File: config.mk
export PLATFORM = sky130hd
export DESIGN_NAME = led_strip_frame_generator_top_flat
export DESIGN_NICKNAME = d
export VERILOG_FILES = /design/src/design/lsfg_pkg.sv /design/src/design/lsfg_cmd_if.sv /design/src/design/lsfg_slot_if.sv /design/src/design/led_strip_frame_generator_top.sv /design/src/design/lsfg_cfg_regs.sv /design/src/design/lsfg_frame_ctrl.sv /design/src/design/lsfg_slot_enc.sv /design/src/design/lsfg_out_reg.sv /design/src/flat_wrapper.sv
export SDC_FILE = /design/constraint.sdc
export NUM_CORES = 2
export LEC_CHECK = 0
export ABC_CLOCK_PERIOD_IN_PS = 7560
export BUFFER_PORTS_ARGS = -buffer_cell sky130_fd_sc_hd__buf_2
export CORE_MARGIN = 2
export CORE_UTILIZATION = 50
export CTS_BUF_LIST = sky130_fd_sc_hd__clkbuf_4 sky130_fd_sc_hd__clkbuf_8 sky130_fd_sc_hd__clkbuf_16
export CTS_CLUSTER_DIAMETER = 50
export DETAILED_ROUTE_END_ITERATION = 8
export PLACE_DENSITY = 0.71
export SKIP_CTS_REPAIR_TIMING = 1
export SYNTH_ARGS = -nofsm -noshare
export SYNTH_HDL_FRONTEND = slang
export SYNTH_SLANG_ARGS = --single-unit
File: constraint.sdc
create_clock -name clk -period 7.56 [get_ports clk]
set_clock_uncertainty 0.15 [all_clocks]
set_input_delay 1.134 -clock clk [delete_from_list [all_inputs] [get_ports clk]]
set_output_delay 1.134 -clock clk [all_outputs]
set_load 0.01 [all_outputs]
File: src/design/lsfg_pkg.sv
// Shared types, sizes, constant tables and helper functions for the
// LED strip frame generator. No dependencies.
package lsfg_pkg;

  localparam int LED_COUNT    = 16;
  localparam int RESET_SLOTS  = 2;
  localparam int WAVE_LENGTH  = 32;
  localparam int PULSE_PERIOD = 8;

  localparam int TOTAL_SLOTS = 2 * RESET_SLOTS + LED_COUNT;
  localparam int SLOT_W      = 6;
  localparam int LEVEL_W     = 8;
  localparam int SYM_W       = 4;
  localparam int CODE_W      = 32;
  localparam int BRIGHT_W    = 9;
  localparam int HS_W        = 24;
  localparam int PROD_W      = BRIGHT_W + HS_W;
  localparam int WAVE_W      = $clog2(WAVE_LENGTH);
  localparam int PULSE_W     = (PULSE_PERIOD > 1) ? $clog2(PULSE_PERIOD) : 1;
  localparam int OFF_G       = WAVE_LENGTH / 3;
  localparam int OFF_B       = WAVE_LENGTH * 2 / 3;
  localparam int CFG_AW      = 4;
  localparam int CFG_DW      = 32;

  localparam logic [SLOT_W-1:0] LAST_SLOT = SLOT_W'(TOTAL_SLOTS - 1);
  localparam logic [SLOT_W:0]   FIRST_LED = (SLOT_W + 1)'(RESET_SLOTS);
  localparam logic [SLOT_W:0]   END_LED   = (SLOT_W + 1)'(RESET_SLOTS + LED_COUNT);

  localparam logic [SYM_W-1:0]    ONE_SYM_RST  = 4'd14;
  localparam logic [SYM_W-1:0]    ZERO_SYM_RST = 4'd8;
  localparam logic [BRIGHT_W-1:0] BRIGHT_RST   = 9'd256;

  typedef enum logic [1:0] {
    CMD_PURE  = 2'd0,
    CMD_WAVE  = 2'd1,
    CMD_PULSE = 2'd2
  } cmd_code_t;

  typedef enum logic [1:0] {
    REG_ONE_SYM  = 2'd0,
    REG_ZERO_SYM = 2'd1,
    REG_BRIGHT   = 2'd2
  } reg_idx_t;

  typedef struct packed {
    logic [1:0]         command;
    logic [LEVEL_W-1:0] phase;
    logic [LEVEL_W-1:0] pulse_length;
    logic [LEVEL_W-1:0] red;
    logic [LEVEL_W-1:0] green;
    logic [LEVEL_W-1:0] blue;
  } cmd_t;

  typedef struct packed {
    logic [CODE_W-1:0] red_code;
    logic [CODE_W-1:0] green_code;
    logic [CODE_W-1:0] blue_code;
    logic [SLOT_W-1:0] slot_number;
    logic              reset_slot;
    logic              last;
  } slot_t;

  typedef struct packed {
    logic [SYM_W-1:0]    one_symbol;
    logic [SYM_W-1:0]    zero_symbol;
    logic [BRIGHT_W-1:0] brightness;
  } cfg_t;

  // Per-slot context handed from the frame sequencer to the encoder.
  typedef struct packed {
    logic               valid;
    logic [SLOT_W-1:0]  slot_number;
    logic               reset_slot;
    logic               last;
    logic [1:0]         command;
    logic               lit;
    logic [LEVEL_W-1:0] red;
    logic [LEVEL_W-1:0] green;
    logic [LEVEL_W-1:0] blue;
    logic [WAVE_W-1:0]  k_red;
    logic [WAVE_W-1:0]  k_green;
    logic [WAVE_W-1:0]  k_blue;
  } ctx_t;

  typedef logic [7:0]      mod_tab_t [256];
  typedef logic [HS_W-1:0] hs_tab_t [WAVE_LENGTH];

  // Byte value modulo m, built by counting so no divider is involved.
  function automatic mod_tab_t build_mod_tab(int unsigned m);
    mod_tab_t    t;
    int unsigned c;
    c = 0;
    for (int p = 0; p < 256; p++) begin
      t[p] = 8'(c);
      c = (c == m - 1) ? 0 : c + 1;
    end
    return t;
  endfunction

  function automatic longint quarter_cos(longint u);
    longint u2, a, b, c, r;
    u2 = (u * u) >>> 16;
    a  = 1367 - ((u2 * 60) >>> 16);
    b  = 16624 - ((u2 * a) >>> 16);
    c  = 80852 - ((u2 * b) >>> 16);
    r  = 65536 - ((u2 * c) >>> 16);
    if (r < 0) r = 0;
    if (r > 65536) r = 65536;
    return r;
  endfunction

  // 255 * (1 + cos) / 2 in Q16, one entry per wave position.
  function automatic hs_tab_t build_hs_tab();
    hs_tab_t t;
    longint  n, q, rem, tf, cs, h;
    for (int k = 0; k < WAVE_LENGTH; k++) begin
      n   = 4 * k;
      q   = n / WAVE_LENGTH;
      rem = n - q * WAVE_LENGTH;
      tf  = (rem << 16) / WAVE_LENGTH;
      case (q)
        0:       cs = quarter_cos(tf);
        1:       cs = -quarter_cos(65536 - tf);
        2:       cs = -quarter_cos(tf);
        default: cs = quarter_cos(65536 - tf);
      endcase
      h    = (65536 + cs) / 2;
      t[k] = HS_W'(255 * h);
    end
    return t;
  endfunction

  localparam mod_tab_t WAVE_MOD_TAB  = build_mod_tab(WAVE_LENGTH);
  localparam mod_tab_t PULSE_MOD_TAB = build_mod_tab(PULSE_PERIOD);
  localparam hs_tab_t  HS_TAB        = build_hs_tab();

  // Scale a table entry by brightness and saturate to one byte.
  function automatic logic [LEVEL_W-1:0] wave_level(logic [BRIGHT_W-1:0] bright,
                                                    logic [HS_W-1:0] hs);
    logic [PROD_W-1:0] prod;
    prod = PROD_W'(bright) * PROD_W'(hs);
    if (|prod[PROD_W-1:HS_W+LEVEL_W]) return '1;
    return prod[HS_W+LEVEL_W-1:HS_W];
  endfunction

  // One symbol per bit, MSB symbol in the top nibble.
  function automatic logic [CODE_W-1:0] encode_level(logic [LEVEL_W-1:0] level,
                                                     logic [SYM_W-1:0] one_s,
                                                     logic [SYM_W-1:0] zero_s);
    logic [CODE_W-1:0] code;
    for (int k = 0; k < LEVEL_W; k++) begin
      code[SYM_W*k +: SYM_W] = level[k] ? one_s : zero_s;
    end
    return code;
  endfunction

endpackage

File: src/design/lsfg_cmd_if.sv
// Frame command channel: valid/ready handshake with a cmd_t payload.
// Depends on lsfg_pkg.
interface lsfg_cmd_if;
  import lsfg_pkg::*;

  logic valid;
  logic ready;
  cmd_t data;

  modport source (output valid, output data, input ready);
  modport sink (input valid, input data, output ready);
endinterface

File: src/design/lsfg_slot_if.sv
// Slot result channel: valid/ready handshake with a slot_t payload.
// Depends on lsfg_pkg.
interface lsfg_slot_if;
  import lsfg_pkg::*;

  logic  valid;
  logic  ready;
  slot_t data;

  modport source (output valid, output data, input ready);
  modport sink (input valid, input data, output ready);
endinterface

File: src/design/led_strip_frame_generator_top.sv
// LED strip frame generator top level: configuration registers, frame
// sequencer, slot encoder and result register. Depends on lsfg_pkg.
//
// Usage:
//   in_cmd   takes one frame command (mode, phase, pulse length, colour).
//   out_slot gives one item per frame slot: reset slots first, then one
//            slot per LED, then the trailing reset slots; the final slot of
//            a frame carries last. TOTAL_SLOTS items per command (20 at the
//            default sizes).
//   APB port (psel/penable/pwrite/paddr/pwdata/prdata/pready) holds the one
//            and zero SPI symbols and the wave brightness; write it only
//            while no frame is in flight.
// Timing: an accepted command is held in the sequencer's command register,
//   each slot passes through the result register, and slots follow one per
//   cycle while the receiver takes them. The next command is accepted at the
//   edge where the last slot of the current frame enters the result register,
//   so frames run back to back with no gap.
// Reset: rst_n (synchronous, active low) drops any frame in flight, empties
//   the result register and restores the register defaults.
// Stall: while out_slot is held not ready, the result register holds its
//   item and the sequencer holds its slot; in_cmd ready stays low mid-frame.
module led_strip_frame_generator_top (
  input  logic                        clk,
  input  logic                        rst_n,
  lsfg_cmd_if.sink                    in_cmd,
  lsfg_slot_if.source                 out_slot,
  input  logic                        psel,
  input  logic                        penable,
  input  logic                        pwrite,
  input  logic [lsfg_pkg::CFG_AW-1:0] paddr,
  input  logic [lsfg_pkg::CFG_DW-1:0] pwdata,
  output logic [lsfg_pkg::CFG_DW-1:0] prdata,
  output logic                        pready
);
  import lsfg_pkg::*;

  cfg_t  cfg;
  ctx_t  ctx;
  slot_t slot;
  logic  advance;

  // Register file: symbols and brightness, read back on prdata.
  lsfg_cfg_regs u_cfg (
    .clk     (clk),
    .rst_n   (rst_n),
    .psel    (psel),
    .penable (penable),
    .pwrite  (pwrite),
    .paddr   (paddr),
    .pwdata  (pwdata),
    .prdata  (prdata),
    .pready  (pready),
    .cfg     (cfg)
  );

  // Hold the command, count slots, advance the wave and pulse indices.
  lsfg_frame_ctrl u_ctrl (
    .clk     (clk),
    .rst_n   (rst_n),
    .in_cmd  (in_cmd),
    .advance (advance),
    .ctx     (ctx)
  );

  // Turn the current slot into SPI symbol words.
  lsfg_slot_enc u_enc (
    .ctx  (ctx),
    .cfg  (cfg),
    .slot (slot)
  );

  // Register the result; step the sequencer whenever this stage can load.
  lsfg_out_reg u_out (
    .clk        (clk),
    .rst_n      (rst_n),
    .slot_valid (ctx.valid),
    .slot_d     (slot),
    .advance    (advance),
    .out_slot   (out_slot)
  );
endmodule

File: src/design/lsfg_cfg_regs.sv
// APB-style configuration registers: symbols and wave brightness.
// Depends on lsfg_pkg.
module lsfg_cfg_regs (
  input  logic                      clk,
  input  logic                      rst_n,
  input  logic                      psel,
  input  logic                      penable,
  input  logic                      pwrite,
  input  logic [lsfg_pkg::CFG_AW-1:0] paddr,
  input  logic [lsfg_pkg::CFG_DW-1:0] pwdata,
  output logic [lsfg_pkg::CFG_DW-1:0] prdata,
  output logic                      pready,
  output lsfg_pkg::cfg_t            cfg
);
  import lsfg_pkg::*;

  cfg_t     cfg_r, cfg_nxt;
  logic     wr_en;
  reg_idx_t idx;

  assign pready = 1'b1;
  assign wr_en  = psel && penable && pwrite;
  assign idx    = reg_idx_t'(paddr[CFG_AW-1:2]);
  assign cfg    = cfg_r;

  always_comb begin
    cfg_nxt = cfg_r;
    if (wr_en) begin
      case (idx)
        REG_ONE_SYM:  cfg_nxt.one_symbol  = pwdata[SYM_W-1:0];
        REG_ZERO_SYM: cfg_nxt.zero_symbol = pwdata[SYM_W-1:0];
        REG_BRIGHT:   cfg_nxt.brightness  = pwdata[BRIGHT_W-1:0];
        default: ;
      endcase
    end
  end

  always_comb begin
    case (idx)
      REG_ONE_SYM:  prdata = CFG_DW'(cfg_r.one_symbol);
      REG_ZERO_SYM: prdata = CFG_DW'(cfg_r.zero_symbol);
      REG_BRIGHT:   prdata = CFG_DW'(cfg_r.brightness);
      default:      prdata = '0;
    endcase
  end

  always_ff @(posedge clk) begin
    if (!rst_n) begin
      cfg_r.one_symbol  <= ONE_SYM_RST;
      cfg_r.zero_symbol <= ZERO_SYM_RST;
      cfg_r.brightness  <= BRIGHT_RST;
    end else begin
      cfg_r <= cfg_nxt;
    end
  end
endmodule

File: src/design/lsfg_frame_ctrl.sv
// Frame sequencer: command register, slot counter and running wave and
// pulse indices. Depends on lsfg_pkg and lsfg_cmd_if.
module lsfg_frame_ctrl (
  input  logic           clk,
  input  logic           rst_n,
  lsfg_cmd_if.sink       in_cmd,
  input  logic           advance,
  output lsfg_pkg::ctx_t ctx
);
  import lsfg_pkg::*;

  logic               active_r, active_nxt;
  logic [SLOT_W-1:0]  slot_r, slot_nxt;
  cmd_t               cmd_r, cmd_nxt;
  logic [WAVE_W-1:0]  kr_r, kr_nxt, kg_r, kg_nxt, kb_r, kb_nxt;
  logic [PULSE_W-1:0] pidx_r, pidx_nxt;

  logic              at_last, led_slot, step, accept;
  logic [WAVE_W-1:0] k0;

  function automatic logic [WAVE_W-1:0] wave_wrap(logic [WAVE_W-1:0] a,
                                                  logic [WAVE_W:0] off);
    logic [WAVE_W:0] s;
    s = {1'b0, a} + off;
    if (s >= (WAVE_W + 1)'(WAVE_LENGTH)) s = s - (WAVE_W + 1)'(WAVE_LENGTH);
    return s[WAVE_W-1:0];
  endfunction

  function automatic logic [WAVE_W-1:0] wave_inc(logic [WAVE_W-1:0] a);
    return (a == WAVE_W'(WAVE_LENGTH - 1)) ? '0 : a + 1'b1;
  endfunction

  function automatic logic [PULSE_W-1:0] pulse_inc(logic [PULSE_W-1:0] a);
    return (a == PULSE_W'(PULSE_PERIOD - 1)) ? '0 : a + 1'b1;
  endfunction

  assign at_last  = (slot_r == LAST_SLOT);
  assign led_slot = ({1'b0, slot_r} >= FIRST_LED) && ({1'b0, slot_r} < END_LED);
  assign step     = active_r && advance;
  // Hold ready low while reset is applied so no command is taken and dropped.
  assign in_cmd.ready = rst_n && (!active_r || (advance && at_last));
  assign accept   = in_cmd.valid && in_cmd.ready;
  assign k0       = WAVE_MOD_TAB[in_cmd.data.phase][WAVE_W-1:0];

  always_comb begin
    active_nxt = active_r;
    slot_nxt   = slot_r;
    cmd_nxt    = cmd_r;
    kr_nxt     = kr_r;
    kg_nxt     = kg_r;
    kb_nxt     = kb_r;
    pidx_nxt   = pidx_r;
    if (accept) begin
      active_nxt = 1'b1;
      slot_nxt   = '0;
      cmd_nxt    = in_cmd.data;
      kr_nxt     = k0;
      kg_nxt     = wave_wrap(k0, (WAVE_W + 1)'(OFF_G));
      kb_nxt     = wave_wrap(k0, (WAVE_W + 1)'(OFF_B));
      pidx_nxt   = PULSE_MOD_TAB[in_cmd.data.phase][PULSE_W-1:0];
    end else if (step) begin
      if (at_last) active_nxt = 1'b0;
      slot_nxt = slot_r + 1'b1;
      if (led_slot) begin
        kr_nxt   = wave_inc(kr_r);
        kg_nxt   = wave_inc(kg_r);
        kb_nxt   = wave_inc(kb_r);
        pidx_nxt = pulse_inc(pidx_r);
      end
    end
  end

  always_ff @(posedge clk) begin
    if (!rst_n) begin
      active_r <= 1'b0;
      slot_r   <= '0;
    end else begin
      active_r <= active_nxt;
      slot_r   <= slot_nxt;
    end
  end

  always_ff @(posedge clk) begin
    cmd_r  <= cmd_nxt;
    kr_r   <= kr_nxt;
    kg_r   <= kg_nxt;
    kb_r   <= kb_nxt;
    pidx_r <= pidx_nxt;
  end

  always_comb begin
    ctx.valid       = active_r;
    ctx.slot_number = slot_r;
    ctx.reset_slot  = !led_slot;
    ctx.last        = at_last;
    ctx.command     = cmd_r.command;
    ctx.lit         = (8'(pidx_r) < cmd_r.pulse_length);
    ctx.red         = cmd_r.red;
    ctx.green       = cmd_r.green;
    ctx.blue        = cmd_r.blue;
    ctx.k_red       = kr_r;
    ctx.k_green     = kg_r;
    ctx.k_blue      = kb_r;
  end
endmodule

File: src/design/lsfg_slot_enc.sv
// Slot encoder: picks the colour for the slot's mode and turns each
// channel into SPI symbol words. Depends on lsfg_pkg.
module lsfg_slot_enc (
  input  lsfg_pkg::ctx_t  ctx,
  input  lsfg_pkg::cfg_t  cfg,
  output lsfg_pkg::slot_t slot
);
  import lsfg_pkg::*;

  logic [LEVEL_W-1:0] wr, wg, wb;
  logic [LEVEL_W-1:0] r, g, b;

  assign wr = wave_level(cfg.brightness, HS_TAB[ctx.k_red]);
  assign wg = wave_level(cfg.brightness, HS_TAB[ctx.k_green]);
  assign wb = wave_level(cfg.brightness, HS_TAB[ctx.k_blue]);

  always_comb begin
    case (cmd_code_t'(ctx.command))
      CMD_PURE: begin
        r = ctx.red;
        g = ctx.green;
        b = ctx.blue;
      end
      CMD_WAVE: begin
        r = wr;
        g = wg;
        b = wb;
      end
      CMD_PULSE: begin
        r = ctx.lit ? ctx.red   : '0;
        g = ctx.lit ? ctx.green : '0;
        b = ctx.lit ? ctx.blue  : '0;
      end
      default: begin
        r = '0;
        g = '0;
        b = '0;
      end
    endcase
  end

  always_comb begin
    slot.slot_number = ctx.slot_number;
    slot.reset_slot  = ctx.reset_slot;
    slot.last        = ctx.last;
    if (ctx.reset_slot) begin
      slot.red_code   = '0;
      slot.green_code = '0;
      slot.blue_code  = '0;
    end else begin
      slot.red_code   = encode_level(r, cfg.one_symbol, cfg.zero_symbol);
      slot.green_code = encode_level(g, cfg.one_symbol, cfg.zero_symbol);
      slot.blue_code  = encode_level(b, cfg.one_symbol, cfg.zero_symbol);
    end
  end
endmodule

File: src/design/lsfg_out_reg.sv
// Result register on the slot channel; tells the sequencer when it may step.
// Depends on lsfg_pkg and lsfg_slot_if.
module lsfg_out_reg (
  input  logic            clk,
  input  logic            rst_n,
  input  logic            slot_valid,
  input  lsfg_pkg::slot_t slot_d,
  output logic            advance,
  lsfg_slot_if.source     out_slot
);
  import lsfg_pkg::*;

  logic  valid_r, valid_nxt;
  slot_t data_r;

  assign advance   = !valid_r || out_slot.ready;
  assign valid_nxt = advance ? slot_valid : valid_r;

  always_ff @(posedge clk) begin
    if (!rst_n) begin
      valid_r <= 1'b0;
    end else begin
      valid_r <= valid_nxt;
    end
  end

  always_ff @(posedge clk) begin
    if (advance && slot_valid) begin
      data_r <= slot_d;
    end
  end

  assign out_slot.valid = valid_r;
  assign out_slot.data  = data_r;
endmodule

File: src/flat_wrapper.sv
// flat-port wrapper written by rule: the top's interface ports become plain ports
module led_strip_frame_generator_top_flat import lsfg_pkg::*;
  (clk, rst_n, psel, penable, pwrite, paddr, pwdata, prdata, pready, in_cmd_valid, in_cmd_data, in_cmd_ready, out_slot_valid, out_slot_data, out_slot_ready);
  lsfg_cmd_if in_cmd_i ();
  lsfg_slot_if out_slot_i ();
  input  logic clk;
  input  logic rst_n;
  input  logic psel;
  input  logic penable;
  input  logic pwrite;
  input  logic [lsfg_pkg::CFG_AW-1:0] paddr;
  input  logic [lsfg_pkg::CFG_DW-1:0] pwdata;
  output logic [lsfg_pkg::CFG_DW-1:0] prdata;
  output logic pready;
  input wire logic [$bits(in_cmd_i.valid)-1:0] in_cmd_valid;
  input wire logic [$bits(in_cmd_i.data)-1:0] in_cmd_data;
  output wire logic [$bits(in_cmd_i.ready)-1:0] in_cmd_ready;
  output wire logic [$bits(out_slot_i.valid)-1:0] out_slot_valid;
  output wire logic [$bits(out_slot_i.data)-1:0] out_slot_data;
  input wire logic [$bits(out_slot_i.ready)-1:0] out_slot_ready;
  assign in_cmd_i.valid = in_cmd_valid;
  assign in_cmd_i.data = in_cmd_data;
  assign in_cmd_ready = in_cmd_i.ready;
  assign out_slot_valid = out_slot_i.valid;
  assign out_slot_data = out_slot_i.data;
  assign out_slot_i.ready = out_slot_ready;
  led_strip_frame_generator_top u_core (.clk(clk), .rst_n(rst_n), .in_cmd(in_cmd_i), .out_slot(out_slot_i), .psel(psel), .penable(penable), .pwrite(pwrite), .paddr(paddr), .pwdata(pwdata), .prdata(prdata), .pready(pready));
endmodule
==> run_results.csv <==
group,metric,value,unit
cells_and_area,area_growth,10.7,%
cells_and_area,fin_util,0.560,
sta,worst_pin_slew,1130,ps
global_route,antenna_found_initial,7,
clock_tree,htree_levels,4,
floorplanning,die-height,254,um
routing,drt_iter0_drc,2016,
cells_and_area,final_common_cell,"inv_1",
sta,period_share,0.973,
cells_and_area,drive_gt1_frac,0.131,
cells_and_area,fin_nets,4447,
setup_path,worst_path_most_repeated_cell,"fa_1",
setup_path,crit_chain,"buf_4, buf_4, nor2b_1, or2_2, mux4_2, and2_1, fa_1, fa_1, fa_1, inv_1, fa_1, inv_1, ha_1, nand4_1, buf_4, nor3_1, o2111ai_1, a21oi_1, mux2_2, or2_2, a221oi_1, nand2_1",
clock_tree,cts_buffers,17,
clock_tree,clockRootBuffer,"clkbuf_16",
floorplanning,die_w,254,um
global_route,grt_max_degree,78,
power,peakVddDrop,0.174,mV
global_route,grt_pass1_vias,25995,
setup_path,cp-start-kind,"register",
setup_path,cp-end-kind,"register",
setup_path,worstPathMaxFanout,22,
clock_tree,clk_latency,500,ps
routing,vias,25520,
synth,synth_edf_count,156,
routing,viasPerCell,5.59,
routing,postRouteAntennaNets,0,
setup_path,crit_family,"adder cells",
floorplanning,dieArea,64500,um2
floorplanning,io_pins,224,
sta,max_slew_margin,0.243,
setup_path,path_buf_inv,5,
floorplanning,core_area,61700,um2
global_route,grt_use_total,0.267,
cells_and_area,final_cell_mix,"inv_1 (576), fa_1 (462), nand2_1 (458), and2_1 (328), ha_1 (179)",
synth,synthArstFlopShare,0,
setup_path,slowest_stage,"mux4_2",
min_path,holdCritPathClass,"reg2reg",
status,status,"complete, no violations",
routing,drt_first_pass_iters,6,
place,gp_congestion,0.935,
synth,synth_cells,3535,
sta,clock.fmax,136,MHz
floorplanning,start_util,0.506,
synth,synth_area,31200,um2
power,power.density,122,nW/um2
synth,ys_ff_latch,181,
place,port_buffers,171,
floorplanning,rows,91,
global_route,grt_pass1_wl,135,mm
run,drv_cap,0,
setup_path,cp.required,7650,ps
sta,finalSetupViolCount,0,
global_route,grt_overflow,0,
power,leakagePower,16.8,nW
clock_tree,cts_tree,"yes",
routing,drc,0,
clock_tree,cts_buffer_depth,2,
place,dp_cells,4516,
place,place_hpwl,65.3,mm
synth,syn-mean-instance-area,8.83,um2
sta,hold_viol,0,
synth,yosysWarnings,0,
cells_and_area,finalNonFillerCells,4568,
setup_path,crit_type,"reg2reg",
routing,drt-total-wl,84.3,mm
sta,maxSlewViolCount,0,
routing,post_drt_wl_per_cell,18.4,um
setup_path,max_stage_delay,570,ps
synth,yosysSeqAreaShare,0.166,
synth,ys.flop_type,"edfxtp_1",
sta,min_period,7350,ps
setup_path,arrival,7440,ps
clock_tree,cts.sinks,181,
clock_tree,path_clk_slew,90,ps
synth,ys_types,100,
layout make-up:
cell class / count / area, um2
Inverter: 583 / 2190
Fill cell: 5594 / 27200
Tap cell: 837 / 1050
Sequential cell: 181 / 5200
Clock buffer: 17 / 425
Timing Repair Buffer: 350 / 2280
Clock inverter: 15 / 178
Antenna cell: 7 / 17.5
Multi-Input combinational cell: 2578 / 23200
worst reg2reg max path, delay by kind of cell (launching register included):
kind,cells,cell delay (ps)
AND/OR/NAND/NOR,7,1520
multiplexers,2,1000
AO/OA/AOI/OAI,3,1000
adder cells (fa/ha/maj),5,2240
buffers and inverters,5,700
flip-flops,1,490
per-stage QoR:
stage	TNS, ps	power [mW]	area [um2]	hold slack [ps]	setup slack (ps)
floorplan	0	2.57	31300	301	115
global placement	0	3.21	33600	325	109
detailed placement	0	3.24	33600	327	29.3
CTS	-222	4.20	34200	340	-46.0
global route	-296	4.52	34600	392	-55.2
finish	0	4.23	34600	338	206
kinds of logic (layout without fill, tap and decap cells):
| group | Yosys count | in the layout | share of synthesized area |
|---|---|---|---|
| and+or+nand+nor | 1188 | 1188 | 0.190 |
| buffers and inverters | 798 | 965 | 0.100 |
| adders and majority gates | 651 | 651 | 0.372 |
| AOI/OAI and AO/OA | 564 | 564 | 0.123 |
| DFF | 181 | 181 | 0.166 |
| muxes | 115 | 115 | 0.0392 |
| xor gates and xnor gates | 36 | 36 | 0.0101 |
| other | 2 | 31 | 0.000241 |
sequential cells by signal (all words and copies together) (netlist names):
name	count
u_core.u_out.out_slot.data	104
u_core.u_ctrl.ctx	26
u_core.u_ctrl.kg_r	5
u_core.u_out.out_slot.valid	1
u_core.u_cfg.cfg	17
u_core.u_ctrl.pidx_r	3
u_core.u_ctrl.cmd_r	8
u_core.u_ctrl.kr_r	5
u_core.u_ctrl.slot_r	6
u_core.u_ctrl.active_r	1
u_core.u_ctrl.kb_r	5
report_power, final:
part,switching (mW),total (mW),internal (mW)
combinational,1.28,2.08,0.794
sequential,0.0336,1.20,1.17
clock,0.501,0.950,0.449
total,1.82,4.23,2.41
final timing paths:
kind                                        from                                           end  slack (ps)  depth (start not counted)
min reg2reg  u_core.u_ctrl.active_r$_SDFFE_PN0P_      u_core.u_out.out_slot.valid$_SDFFE_PN0N_         340                          2
max              u_core.u_ctrl.kg_r[3]$_DFFE_PP_  u_core.u_out.out_slot.data[53]$_SDFFCE_PN0P_         210                         22
min          u_core.u_ctrl.active_r$_SDFFE_PN0P_      u_core.u_out.out_slot.valid$_SDFFE_PN0N_         340                          2
max reg2reg      u_core.u_ctrl.kg_r[3]$_DFFE_PP_  u_core.u_out.out_slot.data[53]$_SDFFCE_PN0P_         210                         22
cell usage after synthesis (7+ instances only):
library cell	count	area [um2]
a211oi_1	37	278
a311oi_1	7	61.3
a21oi_1	149	746
inv_1	577	2170
ha_1	189	2360
a221o_1	8	80.1
nand3b_1	7	52.6
fa_1	462	9250
mux2i_1	105	1050
buf_1	15	56.3
or2_2	10	62.6
nand4_1	20	125
a21o_1	28	210
nor3_1	40	200
nor2b_1	63	394
a21boi_0	15	113
nor2_1	126	473
o21a_1	14	105
o22ai_1	15	93.8
a31oi_1	18	113
xnor2_1	17	149
nand2b_1	37	231
clkbuf_1	165	619
or3_1	10	62.6
edfxtp_1	156	4680
nand3_1	40	200
o31ai_1	12	90.1
buf_2	7	35.0
and2_1	329	2060
a221oi_1	16	140
a22o_1	7	61.3
nor4_1	8	50.1
a41oi_1	13	114
o21ai_0	103	515
o211ai_1	20	150
and3_1	13	81.3
o21ai_1	20	100
xor2_1	19	166
nand2_1	458	1720
dfxtp_1	25	500
buf_4	25	188
routing by layer:
metal	GRT usage	vias to the layer above	share of wire
met2	0.459	782	0.50
met1	0.342	12791	0.41
met5	0	-	0
met3	0.0336	155	0.055
li1	-	11792	-
met4	0.108	0	0.033
(Power assumes the default switching activity.)
